==> config.mk <==
export PLATFORM = sky130hd
export DESIGN_NAME = tlv_parameter_engine
export DESIGN_NICKNAME = d
export VERILOG_FILES = /design/src/hw/rtl/tlv_pkg.sv /design/src/hw/rtl/tlv_parameter_engine.sv /design/src/hw/rtl/tlv_step.sv
export VERILOG_INCLUDE_DIRS = /design/src /design/src/hw/rtl
export SDC_FILE = /design/constraint.sdc
export NUM_CORES = 1
export LEC_CHECK = 0
export ABC_AREA = 1
export BUFFER_PORTS_ARGS = -buffer_cell sky130_fd_sc_hd__buf_4
export CAP_MARGIN = 25
export CORE_MARGIN = 1.5
export CORE_UTILIZATION = 40
export DETAILED_ROUTE_END_ITERATION = 8
export PLACE_DENSITY_LB_ADDON = 0.2
export REMOVE_ABC_BUFFERS = 1
export SLEW_MARGIN = 40
export SYNTH_ARGS = -nofsm -noshare
export SYNTH_HDL_FRONTEND = slang
export SYNTH_HIERARCHICAL = 1
export SYNTH_SLANG_ARGS = --single-unit
==> constraint.sdc <==
create_clock -name clk -period 4.2 [get_ports clk]
set_clock_uncertainty 0.1 [all_clocks]
set_input_delay 0.42 -clock clk [delete_from_list [all_inputs] [get_ports clk]]
set_output_delay 0.42 -clock clk [all_outputs]
set_load 0.02 [all_outputs]
==> src/hw/rtl/tlv_parameter_engine_assert.svh <==
// Assertion macros shared by the parameter engine RTL.
`ifndef TLV_PARAMETER_ENGINE_ASSERT_SVH
`define TLV_PARAMETER_ENGINE_ASSERT_SVH

// Check a condition on every rising clock edge outside reset.
`define TLV_ASSERT_ALWAYS(label, cond, msg) \
    label: assert property (@(posedge clk) disable iff (!rst_n) (cond)) else $error(msg);

// Check that an antecedent implies a consequent in the same cycle.
`define TLV_ASSERT_IMPLY(label, ante, cons, msg) \
    label: assert property (@(posedge clk) disable iff (!rst_n) (ante) |-> (cons)) \
        else $error(msg);

`endif

==> src/hw/rtl/tlv_pkg.sv <==
// Package with types and constants of the TLV parameter engine.
`default_nettype none

package tlv_pkg;

    localparam int unsigned BYTE_W    = 8;
    localparam int unsigned CFG_IDX_W = 2;

    // Configuration register indexes
    localparam logic [CFG_IDX_W-1:0] CFG_OP_MODE     = 2'd0;
    localparam logic [CFG_IDX_W-1:0] CFG_RECORD_CODE = 2'd1;
    localparam logic [CFG_IDX_W-1:0] CFG_BYTE_LIMIT  = 2'd2;

    // Operating modes
    localparam logic MODE_FETCH = 1'b0;
    localparam logic MODE_WRITE = 1'b1;

    // Outcome codes
    localparam logic OUTCOME_OK   = 1'b0;
    localparam logic OUTCOME_FAIL = 1'b1;

    // Reset values of the configuration registers
    localparam logic              RST_OP_MODE     = MODE_FETCH;
    localparam logic [BYTE_W-1:0] RST_RECORD_CODE = 8'd1;
    localparam logic [BYTE_W-1:0] RST_BYTE_LIMIT  = 8'd0;

    typedef enum logic [2:0] {
        PH_START    = 3'd0,
        PH_LEN_HIT  = 3'd1,
        PH_LEN_SKIP = 3'd2,
        PH_VALUE    = 3'd3,
        PH_SKIP     = 3'd4
    } phase_t;

    typedef struct packed {
        phase_t            phase;
        logic [BYTE_W-1:0] record_left;
        logic [BYTE_W-1:0] limit_left;
        logic              block_done;
    } scan_state_t;

    typedef struct packed {
        logic              op_mode;
        logic [BYTE_W-1:0] record_code;
        logic [BYTE_W-1:0] byte_limit;
    } cfg_t;

    typedef struct packed {
        logic [BYTE_W-1:0] block_byte;
        logic [BYTE_W-1:0] new_value_byte;
        logic              end_of_block;
    } in_beat_t;

    typedef struct packed {
        logic [BYTE_W-1:0] result_byte;
        logic              store_back;
        logic              value_out;
        logic              value_taken;
        logic              finished;
        logic              outcome;
    } out_beat_t;

endpackage

`default_nettype wire

==> src/hw/rtl/tlv_parameter_engine.sv <==
// A beat is held in the input register, its result in the result register; the scan step between
// them sets the throughput: one block byte per cycle while the result channel does not stall.
// The input stage advances whenever the result register is empty or being taken.
// Reset: pipeline valids and scan state clear, registers return to fetch mode,
// record code 1 and byte limit 0.
`default_nettype none

module tlv_parameter_engine (
    input  wire                              clk,
    input  wire                              rst_n,
    // configuration write port
    input  wire                              cfg_we,
    input  wire [tlv_pkg::CFG_IDX_W-1:0]     cfg_addr,
    input  wire [tlv_pkg::BYTE_W-1:0]        cfg_wdata,
    // input channel
    input  wire                              in_valid,
    output logic                             in_ready,
    input  wire [tlv_pkg::BYTE_W-1:0]        block_byte,
    input  wire [tlv_pkg::BYTE_W-1:0]        new_value_byte,
    input  wire                              end_of_block,
    // result channel
    output logic                             out_valid,
    input  wire                              out_ready,
    output logic [tlv_pkg::BYTE_W-1:0]       result_byte,
    output logic                             store_back,
    output logic                             value_out,
    output logic                             value_taken,
    output logic                             finished,
    output logic                             outcome
);

    tlv_pkg::cfg_t        cfg_reg;
    tlv_pkg::scan_state_t state_reg;
    tlv_pkg::scan_state_t state_next;
    tlv_pkg::in_beat_t    in_beat_reg;
    logic                 in_valid_reg;
    tlv_pkg::out_beat_t   out_beat_reg;
    tlv_pkg::out_beat_t   out_beat_next;
    logic                 out_valid_reg;
    logic                 advance;

    // move the held beat on when the result register is free
    assign advance  = in_valid_reg && (!out_valid_reg || out_ready);
    assign in_ready = !in_valid_reg || advance;

    tlv_step u_step (
        .cfg        (cfg_reg),
        .state      (state_reg),
        .beat       (in_beat_reg),
        .state_next (state_next),
        .result     (out_beat_next)
    );

    // configuration registers; a byte limit write also reloads the limit count
    always_ff @(posedge clk or negedge rst_n)
    begin
        if (!rst_n)
        begin
            cfg_reg.op_mode     <= tlv_pkg::RST_OP_MODE;
            cfg_reg.record_code <= tlv_pkg::RST_RECORD_CODE;
            cfg_reg.byte_limit  <= tlv_pkg::RST_BYTE_LIMIT;
        end
        else if (cfg_we)
        begin
            case (cfg_addr)
                tlv_pkg::CFG_OP_MODE:     cfg_reg.op_mode     <= cfg_wdata[0];
                tlv_pkg::CFG_RECORD_CODE: cfg_reg.record_code <= cfg_wdata;
                tlv_pkg::CFG_BYTE_LIMIT:  cfg_reg.byte_limit  <= cfg_wdata;
                default: ;
            endcase
        end
    end

    // scan state advances once per beat leaving the input register
    always_ff @(posedge clk or negedge rst_n)
    begin
        if (!rst_n)
        begin
            state_reg.phase       <= tlv_pkg::PH_START;
            state_reg.record_left <= '0;
            state_reg.limit_left  <= tlv_pkg::RST_BYTE_LIMIT;
            state_reg.block_done  <= 1'b0;
        end
        else if (cfg_we && cfg_addr == tlv_pkg::CFG_BYTE_LIMIT)
            state_reg.limit_left <= cfg_wdata;
        else if (advance)
            state_reg <= state_next;
    end

    // input register
    always_ff @(posedge clk or negedge rst_n)
    begin
        if (!rst_n)
            in_valid_reg <= 1'b0;
        else if (in_ready)
            in_valid_reg <= in_valid;
    end

    always_ff @(posedge clk)
    begin
        if (in_valid && in_ready)
        begin
            in_beat_reg.block_byte     <= block_byte;
            in_beat_reg.new_value_byte <= new_value_byte;
            in_beat_reg.end_of_block   <= end_of_block;
        end
    end

    // result register
    always_ff @(posedge clk or negedge rst_n)
    begin
        if (!rst_n)
            out_valid_reg <= 1'b0;
        else if (advance)
            out_valid_reg <= 1'b1;
        else if (out_ready)
            out_valid_reg <= 1'b0;
    end

    always_ff @(posedge clk)
    begin
        if (advance)
            out_beat_reg <= out_beat_next;
    end

    assign out_valid   = out_valid_reg;
    assign result_byte = out_beat_reg.result_byte;
    assign store_back  = out_beat_reg.store_back;
    assign value_out   = out_beat_reg.value_out;
    assign value_taken = out_beat_reg.value_taken;
    assign finished    = out_beat_reg.finished;
    assign outcome     = out_beat_reg.outcome;

`include "tlv_parameter_engine_assert.svh"

    `TLV_ASSERT_ALWAYS(a_fetch_store_excl,
        !(out_valid_reg && value_out && store_back),
        "value_out and store_back together")
    `TLV_ASSERT_IMPLY(a_taken_stores, out_valid_reg && value_taken, store_back,
        "value consumed without store")
    `TLV_ASSERT_IMPLY(a_outcome_final, out_valid_reg && outcome, finished,
        "outcome set on an undecided beat")
    `TLV_ASSERT_IMPLY(a_stall_cause, !in_ready,
        in_valid_reg && out_valid_reg && !out_ready,
        "input stalled without a full pipeline")

endmodule

`default_nettype wire

==> src/hw/rtl/tlv_step.sv <==
// Combinational scan step: next scan state and result for one block byte.
`default_nettype none

module tlv_step (
    input  var tlv_pkg::cfg_t        cfg,
    input  var tlv_pkg::scan_state_t state,
    input  var tlv_pkg::in_beat_t    beat,
    output tlv_pkg::scan_state_t     state_next,
    output tlv_pkg::out_beat_t       result
);

    logic [tlv_pkg::BYTE_W-1:0] rec_dec;
    logic [tlv_pkg::BYTE_W-1:0] lim_dec;

    assign rec_dec = state.record_left - 8'd1;
    assign lim_dec = state.limit_left - 8'd1;

    always_comb
    begin
        logic fin;
        logic oc;
        logic [tlv_pkg::BYTE_W-1:0] b;

        b          = beat.block_byte;
        state_next = state;
        result     = '0;
        fin        = 1'b0;
        oc         = tlv_pkg::OUTCOME_OK;

        if (!state.block_done)
        begin
            if (state.phase == tlv_pkg::PH_START && cfg.record_code == 8'd0)
            begin
                // code zero can never be found or written
                fin = 1'b1;
                oc  = tlv_pkg::OUTCOME_FAIL;
            end
            else if (cfg.op_mode == tlv_pkg::MODE_FETCH)
            begin
                case (state.phase)
                    tlv_pkg::PH_START:
                    begin
                        if (b == 8'd0)
                        begin
                            fin = 1'b1;
                            oc  = tlv_pkg::OUTCOME_FAIL;
                        end
                        else if (b == cfg.record_code)
                            state_next.phase = tlv_pkg::PH_LEN_HIT;
                        else
                            state_next.phase = tlv_pkg::PH_LEN_SKIP;
                    end
                    tlv_pkg::PH_LEN_HIT:
                    begin
                        state_next.record_left = b;
                        if (b == 8'd0 || state.limit_left == 8'd0)
                            fin = 1'b1;
                        else
                            state_next.phase = tlv_pkg::PH_VALUE;
                    end
                    tlv_pkg::PH_LEN_SKIP:
                    begin
                        state_next.record_left = b;
                        state_next.phase = (b != 8'd0) ? tlv_pkg::PH_SKIP : tlv_pkg::PH_START;
                    end
                    tlv_pkg::PH_VALUE:
                    begin
                        if (state.record_left != 8'd0 && state.limit_left != 8'd0)
                        begin
                            result.result_byte = b;
                            result.value_out   = 1'b1;
                            state_next.record_left = rec_dec;
                            state_next.limit_left  = lim_dec;
                            if (rec_dec == 8'd0 || lim_dec == 8'd0)
                                fin = 1'b1;
                        end
                        else
                            fin = 1'b1;
                    end
                    tlv_pkg::PH_SKIP:
                    begin
                        state_next.record_left = rec_dec;
                        if (rec_dec == 8'd0)
                            state_next.phase = tlv_pkg::PH_START;
                    end
                    default:
                        state_next.phase = tlv_pkg::PH_START;
                endcase
            end
            else
            begin
                case (state.phase)
                    tlv_pkg::PH_START:
                    begin
                        // the terminator slot takes the new code
                        if (b == 8'd0)
                        begin
                            result.result_byte = cfg.record_code;
                            result.store_back  = 1'b1;
                            state_next.phase   = tlv_pkg::PH_LEN_HIT;
                        end
                        else
                            state_next.phase = tlv_pkg::PH_LEN_SKIP;
                    end
                    tlv_pkg::PH_LEN_HIT:
                    begin
                        result.result_byte = state.limit_left;
                        result.store_back  = 1'b1;
                        state_next.record_left = state.limit_left;
                        state_next.phase = tlv_pkg::PH_VALUE;
                        if (beat.end_of_block)
                        begin
                            fin = 1'b1;
                            oc  = (state.limit_left != 8'd0);
                        end
                    end
                    tlv_pkg::PH_LEN_SKIP:
                    begin
                        state_next.record_left = b;
                        state_next.phase = (b != 8'd0) ? tlv_pkg::PH_SKIP : tlv_pkg::PH_START;
                    end
                    tlv_pkg::PH_VALUE:
                    begin
                        result.store_back = 1'b1;
                        if (state.limit_left != 8'd0)
                        begin
                            result.result_byte  = beat.new_value_byte;
                            result.value_taken  = 1'b1;
                            state_next.limit_left  = lim_dec;
                            state_next.record_left = rec_dec;
                            if (beat.end_of_block)
                            begin
                                fin = 1'b1;
                                oc  = (lim_dec != 8'd0);
                            end
                        end
                        else
                            // new terminator after the last value byte
                            fin = 1'b1;
                    end
                    tlv_pkg::PH_SKIP:
                    begin
                        state_next.record_left = rec_dec;
                        if (rec_dec == 8'd0)
                            state_next.phase = tlv_pkg::PH_START;
                    end
                    default:
                        state_next.phase = tlv_pkg::PH_START;
                endcase
            end

            // block ran out before a decision
            if (beat.end_of_block && !fin)
            begin
                fin = 1'b1;
                oc  = tlv_pkg::OUTCOME_FAIL;
            end
        end

        if (fin)
            state_next.block_done = 1'b1;

        // rearm for the next block
        if (beat.end_of_block)
        begin
            state_next.phase       = tlv_pkg::PH_START;
            state_next.record_left = 8'd0;
            state_next.limit_left  = cfg.byte_limit;
            state_next.block_done  = 1'b0;
        end

        result.finished = fin;
        result.outcome  = fin ? oc : tlv_pkg::OUTCOME_OK;
    end

endmodule

`default_nettype wire

==> out/summary.txt, run 1 <==
Status - completed
Vias in the first global route - 3986
Setup WS post-layout - 1580 ps
Sequential share of the synthesized area - 0.436
Mapped Area - 0.00430 sq mm
Sequential cell area - 0.00188 sq mm
Share of post-route cells with drive strength above 1 - 0.154
Final setup fails - 0
Final Hold Vio Count - 0
Power density cells - 593 mW/mm^2
Die area - 0.0114 sq mm
H-Tree Depth - 3
Leakage - 2.38 nW
Post-synthesis async set-or-reset flop share - 0.565
Kind of critical path - flip-flop to flip-flop
Filler cell count - 1048
WP data required - 4340 ps
I/O pins - 47
Rows - 37
Final nets - 668
Place WS - 1670 ps
Residual DRC count - 0
Switch share - 0.461
Worst slew pin tran - 654 ps
Minimum clock period - 2620 ps
Core box area - 0.0104 sq mm
Slew margin rel. - 0.564
Number of synthesized flops with an enable pin - 30
Clk_lat worst skew - 370 ps
Warning count from the yosys run - 6
Unrepaired setup endpoints after global routing - false
TritonCTS clock tree - built
CP endpoint kind - flip-flop
Sink Count - 69
Clock transition at path regs - 90 ps
Vias/cell - 5.44
Num CTS Buffers - 9
Vert. Die Dim - 107 um
WP data arrival - 2760 ps
First-pass detailed-route iteration total - 6
Maximum vdd drop - 0.350 mV
Post-synth top cells - nand2_1 (186), nand3_1 (68), inv_1 (59)
Type of origin of the critical path - flip-flop
Antenna violations before repair - 0
Antenna-violating nets left - 0
Multi-input gate area - 0.00208 sq mm
Crit-path max FO - 8
Largest cells by area after synthesis - dfrtp_1 (22%), edfxtp_1 (21%), nand2_1 (16%)
Gpl congestion - 0.996
F_max - 0.381 GHz
Post-synth top area share - 0.221
Unique masters post-synth - 39
Mean Syn Cell Area - 7.37 sq um
Max reg flops - 20
Synthesized flop and latch total - 69
Vias - 4197
Cells after Synth - 584
Initial core utilization - 0.415
NetSw - 1.36 mW
CTS root buffer - clkbuf_8
Setup TNS after final layout - 0 ps
Internal Dissipation - 1.59 mW
Final WL - 12600 um
Clock Power Share - 0.202
Max-Cap Viols - 0
Number of diodes - 0
CTS resizes - 0
Largest net degree at the start of global routing - 40
Die W - 107 um
Sequential share of power - 0.344
Ys flop type - dfrtp_1
Post-DP HPWL - 9440 um
First-pass GRT wire length - 20900 um
Iteration-0 DRC Markers - 424
Final Cycle Share - 0.625
Area leader, netlist - dfrtp_1
Comb pwr share - 0.454
Total track usage - 0.237
Clk buf depth - 2
Area Overhead vs Synth - 15.6%
Hold Path Class - input pin to flip-flop
Slew Limit Fails - 0
Grt ovf - 0
Wire length per cell - 16.4 um
Port bufs - 46
Count leader, synth - nand2_1
-- power groups by stage --
stage / sequential [mW] / combinational [mW] / clock, mW
floorplan: 0.989 / 0.945 / 0
global placement: 1.02 / 1.29 / 0
detailed placement: 1.03 / 1.30 / 0
CTS: 1.01 / 1.31 / 0.611
global route: 1.04 / 1.50 / 0.645
finish: 1.02 / 1.34 / 0.596
-- critical path, cell delays in order, from the launching register on --
cell     delay [ps]
dfrtp_1         430
inv_1           150
ha_1            220
nor3b_2         170
nand3_2         160
nand2_1         130
nor2_4          230
nand2_2         150
nor2_4          240
inv_2           140
nor2_1          130
o21ai_1          90
nand3_1          80
nand3_1          90
-- layout by cell type (no fill, tap or decap), types with 6 or more instances in the layout --
| cell type | count |
|---|---|
| o22ai_1 | 11 |
| a21oi_1 | 26 |
| clkbuf_8 | 9 |
| o21ai_0 | 34 |
| edfxtp_1 | 30 |
| dfrtp_1 | 38 |
| nand4_1 | 7 |
| inv_1 | 59 |
| inv_2 | 11 |
| nor2_1 | 42 |
| nand3_1 | 68 |
| nand2_1 | 186 |
| o21ai_1 | 6 |
| buf_4 | 48 |
-- per-stage QoR --
step	util	instance area, sq um	instances	hold WS (ps)	power, mW
floorplan	-	4220	571	24.4	1.93
global placement	0.458	4750	755	335	2.31
detailed placement	0.458	4750	755	343	2.33
CTS	0.480	4970	772	110	2.93
global route	0.480	4970	772	107	3.18
finish	0.480	4970	772	122	2.95
-- final timing paths --
check / startpoint / end / slack, ps / cells past startpoint
setup / recovery: state_reg[1] / state_reg[7] / 1580 / 13
hold reg to reg: cfg_reg[0] / cfg_reg[0] / 390 / 2
max in group asynchronous: rst_n / state_reg[3] / 3160 / 2
hold / removal: end_of_block / in_beat_reg[0] / 120 / 1
setup reg to reg: state_reg[1] / state_reg[7] / 1580 / 13
min in group asynchronous: rst_n / state_reg[13] / 470 / 2
-- layer usage --
layer,vias to the layer above,share of wire,global-route usage
li1,2020,-,-
met1,1977,0.45,0.321
met2,171,0.45,0.378
met3,29,0.064,0.0432
met4,0,0.031,0.0924
met5,-,0,0
-- repair_timing --
| action | 4_1_cts | 5_1_grt |
|---|---|---|
| hold endpoints to repair | 38 | 0 |
| setup buffers | 0 | 0 |
| hold buffers | 1 | 0 |
-- cells by family (layout without fill, tap and decap cells) --
kind of cell / Yosys count / after routing / synth area share
simple gates: 330 / 330 / 0.337
compound gates: 90 / 90 / 0.117
buf+inv: 83 / 135 / 0.0805
flops: 69 / 69 / 0.436
fa+ha+maj: 5 / 5 / 0.0145
xor+xnor: 7 / 7 / 0.0142
-- area by class of cell --
cell class / count / area share
sequential: 69 / 0.378
timing repair buffer: 49 / 0.0744
multi-input combinational: 432 / 0.418
clock buffer: 11 / 0.0307
clock inverter: 5 / 0.0126
inverter: 70 / 0.0528
tap: 136 / 0.0342
No activity file was read; power rests on OpenSTA's default activity.
==> inputs of run 2 (changes only) <==
--- a/config.mk
+++ b/config.mk
@@ -6,7 +6,7 @@
 export SDC_FILE = /design/constraint.sdc
 export NUM_CORES = 1
 export LEC_CHECK = 0
-export ABC_AREA = 1
+export ABC_AREA = 0
 export BUFFER_PORTS_ARGS = -buffer_cell sky130_fd_sc_hd__buf_4
 export CAP_MARGIN = 25
 export CORE_MARGIN = 1.5
==> constraint.sdc (replaced) <==
create_clock -name clk -period 2.2 [get_ports clk]
set_clock_uncertainty 0.1 [all_clocks]
set_input_delay 0.22 -clock clk [delete_from_list [all_inputs] [get_ports clk]]
set_output_delay 0.22 -clock clk [all_outputs]
set_load 0.02 [all_outputs]
==> out/summary.txt, run 2 <==
Largest net degree at the start of global routing - 40
Most frequent cells in the layout - buf_4 (141), dfrtp_1 (36), nor2_1 (31)
Largest cells by area after synthesis - dfrtp_1 (21%), edfxtp_1 (20%), mux2_2 (6.9%)
Inst Count DP - 688
Final Cycle Share - 1.07
Residual DRC count - 0
Area Overhead vs Synth - 43.8%
Vias - 4175
Final Hold Vio Count - 0
Final nets - 628
Crit-path max FO - 3
Rows - 38
Vert. Die Dim - 108 um
Grt ovf - 0
Design Power - 7.43 mW
Failing checks - setup timing
Post-synthesis async set-or-reset flop share - 0.565
Vias in the first global route - 4180
Grt met3 use - 0.0404
Die area - 0.0117 sq mm
Mean Syn Cell Area - 10.1 sq um
Initial core utilization - 0.409
Status - finished, violations left
Antenna-violating nets left - 0
Multi-input gate area - 0.00264 sq mm
WP data required - 2340 ps
Finished Layout Cells - 736
Final WL - 14000 um
Slew margin rel. - 0.638
Post-synth top cells - dfrtp_1 (38), nor2_1 (32), edfxtp_1 (30)
H-Tree Depth - 3
Worst slew pin tran - 543 ps
Minimum clock period - 2360 ps
Area after DPL - 0.00552 sq mm
Area leader, netlist - dfrtp_1
Clk_lat worst skew - 370 ps
Iteration-0 DRC Markers - 222
Power density cells - 1170 mW/mm^2
Unique masters post-synth - 70
Final setup fails - 25
Filler cell count - 965
Leakage - 2.69 nW
Core box area - 0.0108 sq mm
Gr busiest metal - met2
Post-DP HPWL - 9990 um
Total track usage - 0.250
Gpl congestion - 0.884
Finished Cell Area - 0.00638 sq mm
Num CTS Buffers - 9
Sequential share of the synthesized area - 0.423
Met1 Usage GRT - 0.320
Ys flop type - dfrtp_1
Setup WS post-layout - -161 ps
Slew Limit Fails - 0
Synthesized flop and latch total - 69
Kind of critical path - flip-flop to flip-flop
Sequential cell area - 0.00188 sq mm
Max reg flops - 20
Wire length per cell - 19.1 um
CP endpoint kind - flip-flop
Hold Path Class - input pin to flip-flop
First-pass detailed-route iteration total - 4
I/O pins - 47
TritonCTS clock tree - built
Setup TNS after final layout - -1830 ps
Warning count from the yosys run - 6
First-pass GRT wire length - 21900 um
Type of origin of the critical path - flip-flop
Cells after Synth - 439
Met2 Use GR - 0.406
Mapped Area - 0.00444 sq mm
Post-synth top area share - 0.214
WP data arrival - 2500 ps
Die W - 108 um
Clk buf depth - 2
Count leader, synth - dfrtp_1
Sink Count - 69
Commonest non-fill, non-tap cell in the layout - buf_4
Vias/cell - 5.67
Number of diodes - 0
Maximum vdd drop - 0.665 mV
Unrepaired setup endpoints after global routing - true
Number of synthesized flops with an enable pin - 30
Clock transition at path regs - 80 ps
Max-Cap Viols - 0
F_max - 0.424 GHz
Share of post-route cells with drive strength above 1 - 0.446
Antenna violations before repair - 0
Port bufs - 46
CTS root buffer - clkbuf_8
run 2: layer usage:
metal	vias to the layer above	share of wire	wire length [um]
li1	1970	-	-
met1	2046	0.43	6100
met2	123	0.48	6790
met3	36	0.042	592
met4	0	0.039	542
met5	-	0	0
run 2: timing repair:
action,4_1_cts,5_1_grt
pin swaps,19,32
endpoints found under the hold margin,58,0
hold buffers,20,0
gates resized for setup,45,34
buffers inserted,6,7
setup endpoints to repair,28,29
run 2: kinds of logic (layout without fill, tap and decap cells):
group,count (synthesis),count (layout),synth area share
muxes,37,37,0.102
AOI/OAI and AO/OA,133,133,0.210
adders and majority gates,5,5,0.0141
buffers and inverters,46,203,0.0485
DFF,69,69,0.423
xor gates and xnor gates,10,10,0.0197
and+or+nand+nor,139,139,0.182
run 2: final cells by class:
cell class,instances,share of cell area
multi-input cells,324,0.414
flip-flops and latches,69,0.295
repair buffers,173,0.220
well taps,140,0.0275
clock buffers,11,0.0222
clock inverters,5,0.0133
inverters,14,0.00824
run 2: through the flow:
stage                     hold WS [ps]  setup WS [ps]  utilization
after floorplan                   -176           -272            -
after global placement             142           -117        0.509
after detailed placement           138           -187        0.509
after CTS                         12.0          -73.8        0.569
after global routing              19.1           -245        0.589
final                             20.2           -161        0.589
run 2: where the power goes:
group          leakage [nW]  internal (mW)  total, mW  switching [mW]
registers             0.769           1.61       1.86           0.250
clock network         0.110          0.674       1.21           0.534
logic                  1.81           2.18       4.36            2.18
total                  2.69           4.47       7.43            2.97
run 2: worst paths after layout:
path,from,to,slack [ps],cells past startpoint
worst min-delay path,cfg_wdata[4],cfg_reg[12],20,2
worst min register to register,cfg_reg[0],cfg_reg[0],410,1
worst max register to register,state_reg[2],outcome,-160,10
max in group asynchronous,rst_n,state_reg[3],1310,2
min in group asynchronous,rst_n,state_reg[19],250,2
worst max-delay path,state_reg[2],outcome,-160,10
run 2: critical path, cell delays in order, from the launching register on:
cell       delay [ps]
dfrtp_1           400
inv_2              90
buf_4             120
ha_4              130
o21ba_4           150
mux2_4            250
mux2_4            300
buf_4             150
a2111oi_4         290
o21a_1            170
a41o_1             80
